## config.mk

```make
export PLATFORM = sky130hd
export DESIGN_NAME = trial_division_prime_test_top_flat
export DESIGN_NICKNAME = d
export VERILOG_FILES = /design/src/hw/rtl/tdpt_pkg.sv /design/src/hw/rtl/tdpt_if.sv /design/src/hw/rtl/tdpt_datapath.sv /design/src/hw/rtl/tdpt_ctrl.sv /design/src/hw/rtl/trial_division_prime_test_top.sv /design/src/flat_wrapper.sv
export VERILOG_INCLUDE_DIRS = /design/src /design/src/hw/rtl
export SDC_FILE = /design/constraint.sdc
export NUM_CORES = 1
export LEC_CHECK = 0
export BUFFER_PORTS_ARGS = -buffer_cell sky130_fd_sc_hd__clkbuf_2
export CORE_MARGIN = 2
export CORE_UTILIZATION = 56
export CTS_CLUSTER_DIAMETER = 100
export DETAILED_ROUTE_END_ITERATION = 8
export MAX_ROUTING_LAYER = met4
export PLACE_DENSITY = 0.89
export SLEW_MARGIN = 5
export SYNTH_ARGS = -nofsm -noshare
export SYNTH_HDL_FRONTEND = slang
export SYNTH_SLANG_ARGS = --single-unit
```

## constraint.sdc

```tcl
create_clock -name i_clk -period 3.2 [get_ports i_clk]
set_clock_uncertainty 0.15 [all_clocks]
set_input_delay 0.32 -clock i_clk [delete_from_list [all_inputs] [get_ports i_clk]]
set_output_delay 0.32 -clock i_clk [all_outputs]
set_load 0.01 [all_outputs]
```

## src/hw/rtl/trial_division_prime_test_top_defines.svh

```systemverilog
// Assertion macros for the prime test block.
`ifndef TRIAL_DIVISION_PRIME_TEST_TOP_DEFINES_SVH
`define TRIAL_DIVISION_PRIME_TEST_TOP_DEFINES_SVH

`ifndef SYNTH
// clocked check, off while reset is asserted
`define TDPT_ASSERT(lbl, clk, rst_n, prop) \
    lbl: assert property (@(posedge clk) disable iff (!rst_n) prop) \
        else $error("tdpt assertion failed");
// clocked check, also active during reset
`define TDPT_ASSERT_ALWAYS(lbl, clk, prop) \
    lbl: assert property (@(posedge clk) prop) \
        else $error("tdpt assertion failed");
`else
`define TDPT_ASSERT(lbl, clk, rst_n, prop)
`define TDPT_ASSERT_ALWAYS(lbl, clk, prop)
`endif

`endif

```

## src/hw/rtl/tdpt_pkg.sv

```systemverilog
package tdpt_pkg;

    localparam int CANDIDATE_WIDTH    = 32;
    localparam int DEF_NUMBER_WIDTH   = 32;

    typedef enum logic [2:0] {
        S_IDLE,
        S_CLASSIFY,
        S_DIV,
        S_DECIDE,
        S_FINISH
    } t_state;

    // controller -> datapath
    typedef struct packed {
        logic load;       // capture candidate, divisor = 3
        logic start_div;  // clear remainder, reload dividend
        logic step;       // one restoring division step
        logic next_d;     // divisor += 2
    } t_dp_cmd;

    // datapath -> controller
    typedef struct packed {
        logic lt2;
        logic lt4;
        logic even;
        logic div_last;
        logic rem_zero;
        logic d_gt_q;
    } t_dp_status;

endpackage

```

## src/hw/rtl/tdpt_if.sv

```systemverilog
interface tdpt_in_if import tdpt_pkg::*; ();
    logic                       valid;
    logic                       ready;
    logic [CANDIDATE_WIDTH-1:0] candidate;

    modport source (output valid, output candidate, input ready);
    modport sink   (input valid, input candidate, output ready);
endinterface

interface tdpt_out_if;
    logic valid;
    logic ready;
    logic is_prime;

    modport source (output valid, output is_prime, input ready);
    modport sink   (input valid, input is_prime, output ready);
endinterface

```

## src/hw/rtl/tdpt_datapath.sv

```systemverilog
`include "trial_division_prime_test_top_defines.svh"

module tdpt_datapath import tdpt_pkg::*; #(
    parameter int NUMBER_WIDTH = DEF_NUMBER_WIDTH
) (
    input  logic                       i_clk,
    input  logic                       i_rst_n,
    input  logic [CANDIDATE_WIDTH-1:0] i_candidate,
    input  t_dp_cmd                    i_cmd,
    output t_dp_status                 o_status
);

    localparam int W  = NUMBER_WIDTH;
    localparam int CW = $clog2(W);

    logic [W-1:0]  r_n,   n_n;
    logic [W-1:0]  r_d,   n_d;
    logic [W-1:0]  r_rem, n_rem;
    logic [W-1:0]  r_quo, n_quo;
    logic [CW-1:0] r_cnt, n_cnt;

    logic [W:0]    w_trial;
    logic [W:0]    w_diff;

    // restoring division: shift in next dividend bit, subtract if it fits
    assign w_trial = {r_rem, r_quo[W-1]};
    assign w_diff  = w_trial - {1'b0, r_d};

    always_comb begin
        n_n   = r_n;
        n_d   = r_d;
        n_rem = r_rem;
        n_quo = r_quo;
        n_cnt = r_cnt;
        if (i_cmd.load) begin
            n_n = W'(i_candidate);
            n_d = W'(3);
        end
        if (i_cmd.next_d) begin
            n_d = r_d + W'(2);
        end
        if (i_cmd.start_div) begin
            n_rem = '0;
            n_quo = r_n;
            n_cnt = '0;
        end else if (i_cmd.step) begin
            if (!w_diff[W]) begin
                n_rem = w_diff[W-1:0];
                n_quo = {r_quo[W-2:0], 1'b1};
            end else begin
                n_rem = w_trial[W-1:0];
                n_quo = {r_quo[W-2:0], 1'b0};
            end
            n_cnt = r_cnt + CW'(1);
        end
    end

    always_ff @(posedge i_clk) begin
        r_n   <= n_n;
        r_d   <= n_d;
        r_rem <= n_rem;
        r_quo <= n_quo;
        r_cnt <= n_cnt;
    end

    // quotient sits in r_quo once all steps are done
    assign o_status.lt2      = (r_n < W'(2));
    assign o_status.lt4      = (r_n < W'(4));
    assign o_status.even     = ~r_n[0];
    assign o_status.div_last = (r_cnt == CW'(W - 1));
    assign o_status.rem_zero = (r_rem == '0);
    assign o_status.d_gt_q   = (r_d > r_quo);

    `TDPT_ASSERT(a_rem_below_divisor, i_clk, i_rst_n, i_cmd.step |-> (r_rem < r_d))
    `TDPT_ASSERT(a_divisor_odd, i_clk, i_rst_n, i_cmd.step |-> r_d[0])

endmodule

```

## src/hw/rtl/tdpt_ctrl.sv

```systemverilog
`include "trial_division_prime_test_top_defines.svh"

module tdpt_ctrl import tdpt_pkg::*; (
    input  logic       i_clk,
    input  logic       i_rst_n,
    input  logic       i_in_valid,
    output logic       o_in_ready,
    output logic       o_out_valid,
    output logic       o_is_prime,
    input  logic       i_out_ready,
    input  t_dp_status i_status,
    output t_dp_cmd    o_cmd
);

    t_state r_state, n_state;
    logic   r_verdict, n_verdict;
    logic   r_out_valid, n_out_valid;
    logic   r_is_prime, n_is_prime;

    always_ff @(posedge i_clk) begin
        if (!i_rst_n) begin
            r_state     <= S_IDLE;
            r_out_valid <= 1'b0;
        end else begin
            r_state     <= n_state;
            r_out_valid <= n_out_valid;
        end
    end

    always_ff @(posedge i_clk) begin
        r_verdict  <= n_verdict;
        r_is_prime <= n_is_prime;
    end

    always_comb begin
        n_state     = r_state;
        n_verdict   = r_verdict;
        n_out_valid = r_out_valid && !i_out_ready;
        n_is_prime  = r_is_prime;
        o_cmd       = '0;
        o_in_ready  = 1'b0;
        case (r_state)
            S_IDLE: begin
                o_in_ready = 1'b1;
                if (i_in_valid) begin
                    o_cmd.load = 1'b1;
                    n_state    = S_CLASSIFY;
                end
            end
            S_CLASSIFY: begin
                if (i_status.lt2) begin
                    n_verdict = 1'b0;
                    n_state   = S_FINISH;
                end else if (i_status.lt4) begin
                    n_verdict = 1'b1;
                    n_state   = S_FINISH;
                end else if (i_status.even) begin
                    n_verdict = 1'b0;
                    n_state   = S_FINISH;
                end else begin
                    o_cmd.start_div = 1'b1;
                    n_state         = S_DIV;
                end
            end
            S_DIV: begin
                o_cmd.step = 1'b1;
                if (i_status.div_last) begin
                    n_state = S_DECIDE;
                end
            end
            S_DECIDE: begin
                // divisor past n/d means no factor up to sqrt(n)
                if (i_status.d_gt_q) begin
                    n_verdict = 1'b1;
                    n_state   = S_FINISH;
                end else if (i_status.rem_zero) begin
                    n_verdict = 1'b0;
                    n_state   = S_FINISH;
                end else begin
                    o_cmd.next_d    = 1'b1;
                    o_cmd.start_div = 1'b1;
                    n_state         = S_DIV;
                end
            end
            S_FINISH: begin
                if (!r_out_valid || i_out_ready) begin
                    n_out_valid = 1'b1;
                    n_is_prime  = r_verdict;
                    n_state     = S_IDLE;
                end
            end
            default: begin
                n_state = S_IDLE;
            end
        endcase
    end

    assign o_out_valid = r_out_valid;
    assign o_is_prime  = r_is_prime;

    `TDPT_ASSERT(a_accept_to_classify, i_clk, i_rst_n, (o_in_ready && i_in_valid) |=> (r_state == S_CLASSIFY))
    `TDPT_ASSERT(a_finish_holds_on_stall, i_clk, i_rst_n, (r_state == S_FINISH && r_out_valid && !i_out_ready) |=> (r_state == S_FINISH))
    `TDPT_ASSERT(a_factor_is_composite, i_clk, i_rst_n, (r_state == S_DECIDE && !i_status.d_gt_q && i_status.rem_zero) |=> (r_state == S_FINISH && !r_verdict))

endmodule

```

## src/hw/rtl/trial_division_prime_test_top.sv

```systemverilog
// Trial-division prime tester: takes one 32-bit candidate word and returns one is_prime word.
// The candidate is cut or zero-extended to NUMBER_WIDTH bits (W). Values below 2, 2 and 3,
// and even values above 2 are settled in the classify state without division. An odd
// candidate n of 5 or more is divided by 3, 5, 7 and so on in a bit-serial restoring
// divider, with a decision state after each divisor; the number of divisors tried is up
// to about sqrt(n)/2, so a 32-bit prime near 2^32 needs roughly 32768 of them. One
// candidate is worked on at a time; the next can be accepted while the previous result
// waits in the output register.
module trial_division_prime_test_top import tdpt_pkg::*; #(
    parameter int NUMBER_WIDTH = DEF_NUMBER_WIDTH
) (
    input  logic              i_clk,
    input  logic              i_rst_n,
    tdpt_in_if.sink           i_in,
    tdpt_out_if.source        o_out
);

    t_dp_cmd    w_cmd;
    t_dp_status w_status;

    tdpt_ctrl u_ctrl (
        .i_clk       (i_clk),
        .i_rst_n     (i_rst_n),
        .i_in_valid  (i_in.valid),
        .o_in_ready  (i_in.ready),
        .o_out_valid (o_out.valid),
        .o_is_prime  (o_out.is_prime),
        .i_out_ready (o_out.ready),
        .i_status    (w_status),
        .o_cmd       (w_cmd)
    );

    tdpt_datapath #(
        .NUMBER_WIDTH (NUMBER_WIDTH)
    ) u_datapath (
        .i_clk       (i_clk),
        .i_rst_n     (i_rst_n),
        .i_candidate (i_in.candidate),
        .i_cmd       (w_cmd),
        .o_status    (w_status)
    );

endmodule

```

## src/flat_wrapper.sv

```systemverilog
// flat-port wrapper written by rule: the top's interface ports become plain ports
module trial_division_prime_test_top_flat import tdpt_pkg::*;
#(
    parameter int NUMBER_WIDTH = DEF_NUMBER_WIDTH
)
  (i_clk, i_rst_n, i_in_valid, i_in_candidate, i_in_ready, o_out_valid, o_out_is_prime, o_out_ready);
  tdpt_in_if i_in_i ();
  tdpt_out_if o_out_i ();
  input  logic i_clk;
  input  logic i_rst_n;
  input wire logic [$bits(i_in_i.valid)-1:0] i_in_valid;
  input wire logic [$bits(i_in_i.candidate)-1:0] i_in_candidate;
  output wire logic [$bits(i_in_i.ready)-1:0] i_in_ready;
  output wire logic [$bits(o_out_i.valid)-1:0] o_out_valid;
  output wire logic [$bits(o_out_i.is_prime)-1:0] o_out_is_prime;
  input wire logic [$bits(o_out_i.ready)-1:0] o_out_ready;
  assign i_in_i.valid = i_in_valid;
  assign i_in_i.candidate = i_in_candidate;
  assign i_in_ready = i_in_i.ready;
  assign o_out_valid = o_out_i.valid;
  assign o_out_is_prime = o_out_i.is_prime;
  assign o_out_i.ready = o_out_ready;
  trial_division_prime_test_top #(.NUMBER_WIDTH(NUMBER_WIDTH)) u_core (.i_clk(i_clk), .i_rst_n(i_rst_n), .i_in(i_in_i), .o_out(o_out_i));
endmodule
```

==> results of run 1 <==
## final cells by class
| cell class | instances | area, sq um | share of cell area, % |
|---|---|---|---|
| multi-input cells | 604 | 4980 | 44.1 |
| flip-flops and latches | 138 | 3730 | 33.0 |
| repair buffers | 178 | 1510 | 13.4 |
| clock buffers | 18 | 429 | 3.80 |
| inverters | 74 | 282 | 2.49 |
| well taps | 184 | 230 | 2.04 |
| clock inverters | 14 | 130 | 1.15 |
| diodes | 3 | 7.51 | 0.0664 |
## worst register-to-register path: stages (launching register included)
cell      delay (ns)
edfxtp_1        0.48
ha_4            0.29
a21oi_1         0.19
nor2b_1         0.08
o21ai_0         1.06
a32oi_2         0.42
buf_4           0.26
a211o_1         0.28
and3_4          0.19
buf_6           0.19
nor2b_1         0.46
## cells by family after synthesis
| logic type | count (synthesis) | synth area share (%) |
|---|---|---|
| AND/OR/NAND/NOR | 255 | 15.2 |
| multiplexers | 56 | 7.07 |
| XOR/XNOR | 59 | 6.10 |
| buffers and inverters | 105 | 5.03 |
| flip-flops | 138 | 44.1 |
| adder cells (fa/ha/maj) | 66 | 9.83 |
| AO/OA/AOI/OAI | 168 | 12.7 |
## through the flow
stage | instances | utilization (%) | total power, mW
6_report | 1213 | 77.2 | 5.25
3_5_place_dp | 1100 | 63.3 | 2.80
4_1_cts | 1168 | 69.9 | 4.71
5_1_grt | 1213 | 77.2 | 5.30
3_3_place_gp | 1100 | 63.3 | 2.76
2_1_floorplan | 847 | - | 2.56
## metal layers
| layer | track usage, % | up-vias | routed length (um) |
|---|---|---|---|
| li1 | - | 3451 | - |
| met1 | 39.2 | 4057 | 11400 |
| met2 | 54.0 | 1040 | 16000 |
| met3 | 7.37 | 447 | 5620 |
| met4 | 16.9 | 0 | 4400 |
| met5 | - | - | 0 |
## placed cells by master (no fill, tap or decap), drive strengths merged, types with 9 or more instances in the layout
cell type      n
xnor2         50
inv           74
nand2         57
buf          103
clkbuf        61
nor3          13
and3           9
nor2b         11
xor2           9
dfxtp         41
ha            65
o21ai         52
mux2          31
nand3         36
edfxtp        97
a21oi         44
nor2          57
dlygate4sd3   32
nor4          23
mux2i         25
a211oi         9
a21o          12
nand4         20
## timing repair
action                                  in CTS  in global routing
gates cloned                                 1                  8
endpoints found under the setup margin      43                 98
hold buffers                                32                  0
buffers inserted                             3                 36
hold endpoints to repair                    32                  0
gates resized for setup                     14                131
pin swaps                                    3                 35
## state kept, by name, summed over array words and instances (netlist names)
signal and count:
u_core.u_datapath.r_n 32, u_core.u_datapath.r_quo 32, u_core.u_datapath.r_rem 32, u_core.u_datapath.r_d 31, u_core.u_datapath.r_cnt 5, u_core.u_ctrl.r_state 3, u_core.u_ctrl.o_is_prime 1, u_core.u_ctrl.o_out_valid 1
u_core.u_ctrl.r_verdict 1
## worst max-delay path by stage
stage / end / slack [ns] / cells after the start
global route: u_core.u_ctrl.r_state[1]$_SDFFE_PN0P_ / -0.92 / 11
CTS: u_core.u_datapath.r_rem[19]$_SDFFE_PP0P_ / 0.003 / 13
global placement: u_core.u_datapath.r_quo[7]$_DFFE_PP_ / -0.02 / 11
finish: u_core.u_ctrl.r_state[1]$_SDFFE_PN0P_ / -1.01 / 10
detailed placement: u_core.u_datapath.r_rem[19]$_SDFFE_PP0P_ / -0.06 / 12
floorplan: u_core.u_datapath.r_quo[0]$_DFFE_PP_ / 0.0007 / 11
## power by group through the flow
stage / Clock, mW / Sequential, mW / Combinational (mW)
after floorplan: 0 / 2.14 / 0.425
after global placement: 0 / 2.15 / 0.608
after detailed placement: 0 / 2.16 / 0.641
after CTS: 1.89 / 2.13 / 0.692
after global routing: 2.09 / 2.16 / 1.05
final: 2.07 / 2.16 / 1.02
==> results.sh, run 1 <==
export IMPL_outcome="finished with violations"
export IMPL_violations="negative setup slack"
export IMPL_critPathBufInv=2
export IMPL_maxCapViolations=0
export IMPL_synthCells=847
export IMPL_synth_nets=949
export IMPL_worst_ir_drop_vdd_v=0.000708
export IMPL_clk_latency_ns=0.49
export IMPL_cpMostUsedCell="nor2b_1"
export IMPL_path_class="register to register"
export IMPL_slowest_delay_ns=1.06
export IMPL_rr_worst_depth=10
export IMPL_fin_area_sq_um=11300
export IMPL_antenna_found_initial=3
export IMPL_yosysMostFrequentCell="edfxtp_1"
export IMPL_p_int_mw=3.62
export IMPL_ys_seq_elements=138
export IMPL_grt_pass1_wl_um=40200
export IMPL_routedWlPerCell_um=30.8
export IMPL_crit_start="u_core.u_datapath.r_d[29]$_SDFFCE_PN0P_"
export IMPL_synth_area_leaders="edfxtp_1 (34%), dfxtp_1 (9.7%), ha_1 (9.6%), xnor2_1 (5.2%), mux2_2 (3.5%)"
export IMPL_grt_max_degree=36
export IMPL_core_sq_um=14600
export IMPL_die_h_um=127
export IMPL_die_width_um=127
export IMPL_port_buffers=38
export IMPL_arrival_ns=4.36
export IMPL_cts_path_max_buffers=2
export IMPL_pin_count=39
export IMPL_fin_crit_sh_pct=132
export IMPL_cts_sinks=138
export IMPL_setup_viol=167
export IMPL_gp_congestion=0.961
export IMPL_routed_wl_um=37400
export IMPL_p_per_area_nw_per_um2=465
export IMPL_ant_nets=0
export IMPL_p_seq_share_pct=41.1
export IMPL_crit_path_end_kind="register"
export IMPL_worstPathCellList="ha_4 -> a21oi_1 -> nor2b_1 -> o21ai_0 -> a32oi_2 -> buf_4 -> a211o_1 -> and3_4 -> buf_6 -> nor2b_1"
export IMPL_crit_slowest_cell="o21ai_0"
export IMPL_period_minus_slack_ns=4.21
export IMPL_num_rows=44
export IMPL_pwr_share_comb_pct=19.4
export IMPL_drtIter0Drc=1969
export IMPL_maxSlewViolCount=0
export IMPL_final_hold_viol_count=0
export IMPL_n_fill_cell=717
export IMPL_cts_buffers=17
export IMPL_synthFlopType="edfxtp_1"
export IMPL_clkTransAtPathRegs_ns=0.07
export IMPL_synth_area_leader_cell="edfxtp_1"
export IMPL_yosys_top_cells_count="edfxtp_1 (97), inv_1 (74), ha_1 (65), nand2_1 (57), nor2_1 (57)"
export IMPL_fin_ws_ns=-1.01
export IMPL_whs_path_depth=2
export IMPL_start_util_pct=57.9
export IMPL_tightest_slew_ns=1.38
export IMPL_hpwl_um=15200
export IMPL_max_slew_margin_pct=6.92
export IMPL_path_max_fanout=26
export IMPL_seq_area_frac_synth_pct=44.1
export IMPL_ys_types=65
export IMPL_max_clock_freq_mhz=237
export IMPL_hold_worst_slack_ns=0.0504
export IMPL_dp_slack_ns=-0.0571
export IMPL_cts_root_buffer="clkbuf_16"
export IMPL_crit_family="compound AO/OA/AOI/OAI gates"
export IMPL_die_area_sq_um=16100
export IMPL_p_leak_nw=4.80
export IMPL_nNetsFinal=1115
export IMPL_postSynthAreaPerCell_sq_um=10.0
export IMPL_cts_max_level=4
export IMPL_r2r_start="u_core.u_datapath.r_d[29]$_SDFFCE_PN0P_"
export IMPL_placed_area_sq_um=9270
export IMPL_p_sw_share_pct=31.1
export IMPL_holdPathEnd="u_core.u_ctrl.r_state[2]$_SDFFE_PN0P_"
export IMPL_fin_setup_tns_ns=-133.74
export IMPL_ys_warn_count=0
export IMPL_drc=0
export IMPL_p_clk_share_pct=39.5
export IMPL_grt_pass1_vias=7538
export IMPL_via_count=8995
export IMPL_postSynth_asyncResetShare_pct=0
export IMPL_start_kind="register"
export IMPL_rsz0062_at_grt="yes"
export IMPL_drive_gt1_share_pct=28.0
export IMPL_grt_overflow=0
export IMPL_hp_class="input pin to register"
export IMPL_reg2reg_slack_ns=-1.01
export IMPL_synth_top_area_share_pct=34.4
export IMPL_r2r_end="u_core.u_ctrl.r_state[1]$_SDFFE_PN0P_"
export IMPL_syn_area_sq_um=8470
export IMPL_switchingPower_mw=1.63
export IMPL_critPathRequiredTime_ns=3.35
export IMPL_worstHoldStart="i_rst_n"
export IMPL_syn2layout_area_growth_pct=33.4
export IMPL_drt_pass1_iter_count=9
export IMPL_track_usage_pct=33.2
export IMPL_cts_tree="built"
export IMPL_synth_edf_count=97
export IMPL_viasPerCell=7.42
Note: power is estimated with default switching activity, not from simulation.
==> run 2, diff against run 1 <==
--- a/config.mk
+++ b/config.mk
@@ -8,11 +8,13 @@
 export LEC_CHECK = 0
 export BUFFER_PORTS_ARGS = -buffer_cell sky130_fd_sc_hd__clkbuf_2
 export CORE_MARGIN = 2
-export CORE_UTILIZATION = 56
+export CORE_UTILIZATION = 40
 export CTS_CLUSTER_DIAMETER = 100
 export DETAILED_ROUTE_END_ITERATION = 8
+export GPL_ROUTABILITY_DRIVEN = 0
 export MAX_ROUTING_LAYER = met4
-export PLACE_DENSITY = 0.89
+export PLACE_DENSITY = 0.7
+export SKIP_CTS_REPAIR_TIMING = 1
 export SLEW_MARGIN = 5
 export SYNTH_ARGS = -nofsm -noshare
 export SYNTH_HDL_FRONTEND = slang
==> run 2 against run 1 <==
  * Global-route usage down 14 points
  * Total power down 7.3%
  * Setup slack better by 1.0 ns
  * Critical path depth up 2
  * The run still ends with negative setup slack left
  * Fmax up 31%
  * Hold slack worse by 0.0093 ns
  * Register-to-register slack better by 1.0 ns
  * Final area down 5.7%
  * First-iteration DRC count down 73%
  * Sequential power down 2%
  * Flip-flop and latch count unchanged
  * Clock power down 2%
==> results.sh, run 2 (same netlist as run 1, synthesis figures left out) <==
export IMPL_core_sq_um=20900
export IMPL_dp_slack_ns=-0.0865
export IMPL_nNetsFinal=1093
export IMPL_reg2reg_slack_ns=-0.02
export IMPL_hpwl_um=14700
export IMPL_max_clock_freq_mhz=311
export IMPL_cts_path_max_buffers=2
export IMPL_viasPerCell=5.41
export IMPL_cts_root_buffer="clkbuf_16"
export IMPL_drt_pass1_iter_count=5
export IMPL_cts_buffers=17
export IMPL_num_rows=53
export IMPL_clkTransAtPathRegs_ns=0.06
export IMPL_r2r_start="u_core.u_datapath.r_quo[31]$_DFFE_PP_"
export IMPL_arrival_ns=3.38
export IMPL_fin_ws_ns=-0.0192
export IMPL_grt_overflow=0
export IMPL_critPathRequiredTime_ns=3.36
export IMPL_syn2layout_area_growth_pct=25.9
export IMPL_placed_area_sq_um=9530
export IMPL_start_util_pct=40.6
export IMPL_die_h_um=150
export IMPL_cts_sinks=138
export IMPL_max_slew_margin_pct=44.5
export IMPL_setup_viol=12
export IMPL_routed_wl_um=21200
export IMPL_whs_path_depth=3
export IMPL_path_max_fanout=7
export IMPL_period_minus_slack_ns=3.22
export IMPL_fin_crit_sh_pct=101
export IMPL_hp_class="input pin to register"
export IMPL_worstHoldStart="i_in_valid"
export IMPL_die_width_um=150
export IMPL_grt_max_degree=36
export IMPL_rsz0062_at_grt="yes"
export IMPL_routedWlPerCell_um=16.6
export IMPL_fin_area_sq_um=10700
export IMPL_finalPower_mw=4.87
export IMPL_r2r_end="u_core.u_datapath.r_rem[13]$_SDFFE_PP0P_"
export IMPL_antenna_found_initial=1
export IMPL_worst_ir_drop_vdd_v=0.000529
export IMPL_port_buffers=38
export IMPL_p_per_area_nw_per_um2=457
export IMPL_die_area_sq_um=22400
export IMPL_clk_latency_ns=0.44
export IMPL_start_kind="register"
export IMPL_drtIter0Drc=539
export IMPL_drc=0
export IMPL_pin_count=39
export IMPL_ant_nets=0
export IMPL_violations="negative setup slack"
export IMPL_holdPathEnd="u_core.u_ctrl.r_state[0]$_SDFFE_PN0P_"
export IMPL_maxSlewViolCount=0
export IMPL_crit_path_end_kind="register"
export IMPL_drive_gt1_share_pct=21.0
export IMPL_via_count=6921
export IMPL_hold_worst_slack_ns=0.0411
export IMPL_p_leak_nw=4.52
export IMPL_rr_worst_depth=12
export IMPL_path_class="register to register"
export IMPL_final_common_cell="edfxtp_1"
export IMPL_cts_tree="built"
export IMPL_track_usage_pct=18.8
export IMPL_largest_registers="u_core.u_datapath.r_n (32), u_core.u_datapath.r_quo (32), u_core.u_datapath.r_rem (32)"
export IMPL_grt_pass1_vias=6517
export IMPL_outcome="finished with violations"
export IMPL_maxCapViolations=0
export IMPL_tightest_slew_ns=0.831
export IMPL_final_hold_viol_count=0
export IMPL_grt_pass1_wl_um=32000
export IMPL_cts_max_level=4
export IMPL_layout_common_cells="edfxtp_1 (97), buf_4 (74), inv_1 (72)"
## run 2: cell types whose count changed in the layout (fill, tap and decap cells not counted), sizes merged
cell,delta
dlygate4sd3,+1
clkbuf,-4
clkinvlp,-3
buf,-20
bufinv,-1
clkinv,-5
inv,+10
diode,-2
## run 2: worst max-delay path: stages, from the launching register on
cell	delay [ns]
edfxtp_1	0.43
fa_2	0.43
a211oi_2	0.19
o21bai_1	0.12
o41a_1	0.36
o21a_2	0.24
o21ai_4	0.17
nor4_2	0.09
nor4_4	0.27
buf_6	0.20
clkbuf_16	0.18
mux2i_1	0.18
o21ai_1	0.08
## run 2: cell type report
class	count	area, sq um
tap	275	344
timing repair buffer	156	1270
multi-input combinational	604	4440
clock buffer	17	425
clock inverter	15	171
inverter	74	282
sequential	138	3730
antenna	1	2.50
fill	1829	10200
## run 2: worst max path at each step
| stage | start | depth (start not counted) | slack (ns) | endpoint |
|---|---|---|---|---|
| final | u_core.u_datapath.r_quo[31]$_DFFE_PP_ | 12 | -0.02 | u_core.u_datapath.r_rem[13]$_SDFFE_PP0P_ |
| after global routing | u_core.u_datapath.r_quo[31]$_DFFE_PP_ | 10 | -0.15 | u_core.u_datapath.r_quo[8]$_DFFE_PP_ |
| after CTS | u_core.u_datapath.r_d[1]$_SDFFCE_PN1P_ | 12 | -0.12 | u_core.u_datapath.r_rem[4]$_SDFFE_PP0P_ |
| after detailed placement | u_core.u_datapath.r_d[2]$_SDFFCE_PN0P_ | 11 | -0.09 | u_core.u_datapath.r_quo[30]$_DFFE_PP_ |
| after global placement | u_core.u_datapath.r_d[2]$_SDFFCE_PN0P_ | 11 | -0.1 | u_core.u_datapath.r_quo[7]$_DFFE_PP_ |
| after floorplan | u_core.u_datapath.r_d[21]$_SDFFCE_PN0P_ | 11 | 0.0007 | u_core.u_datapath.r_quo[0]$_DFFE_PP_ |
## run 2: stage by stage
stage | setup TNS [ns] | cells | util (%)
global placement | -2.68 | 1206 | 45.6
global route | -6.38 | 1280 | 51.1
floorplan | 0 | 847 | -
detailed placement | -2.44 | 1206 | 45.6
CTS | -4.33 | 1238 | 48.5
finish | -0.111 | 1280 | 51.1
## run 2: power breakdown
| part | internal [mW] | switching [mW] | total [mW] |
|---|---|---|---|
| clock | 1.12 | 0.900 | 2.02 |
| combinational | 0.344 | 0.384 | 0.728 |
| sequential | 2.04 | 0.0832 | 2.12 |
## run 2: per-layer routing
layer	up-vias	wire, um	global-route usage, %
met4	0	567	6.29
li1	3407	-	-
met5	-	0	-
met1	3283	9750	24.4
met2	180	9890	29.3
met3	51	983	3.96
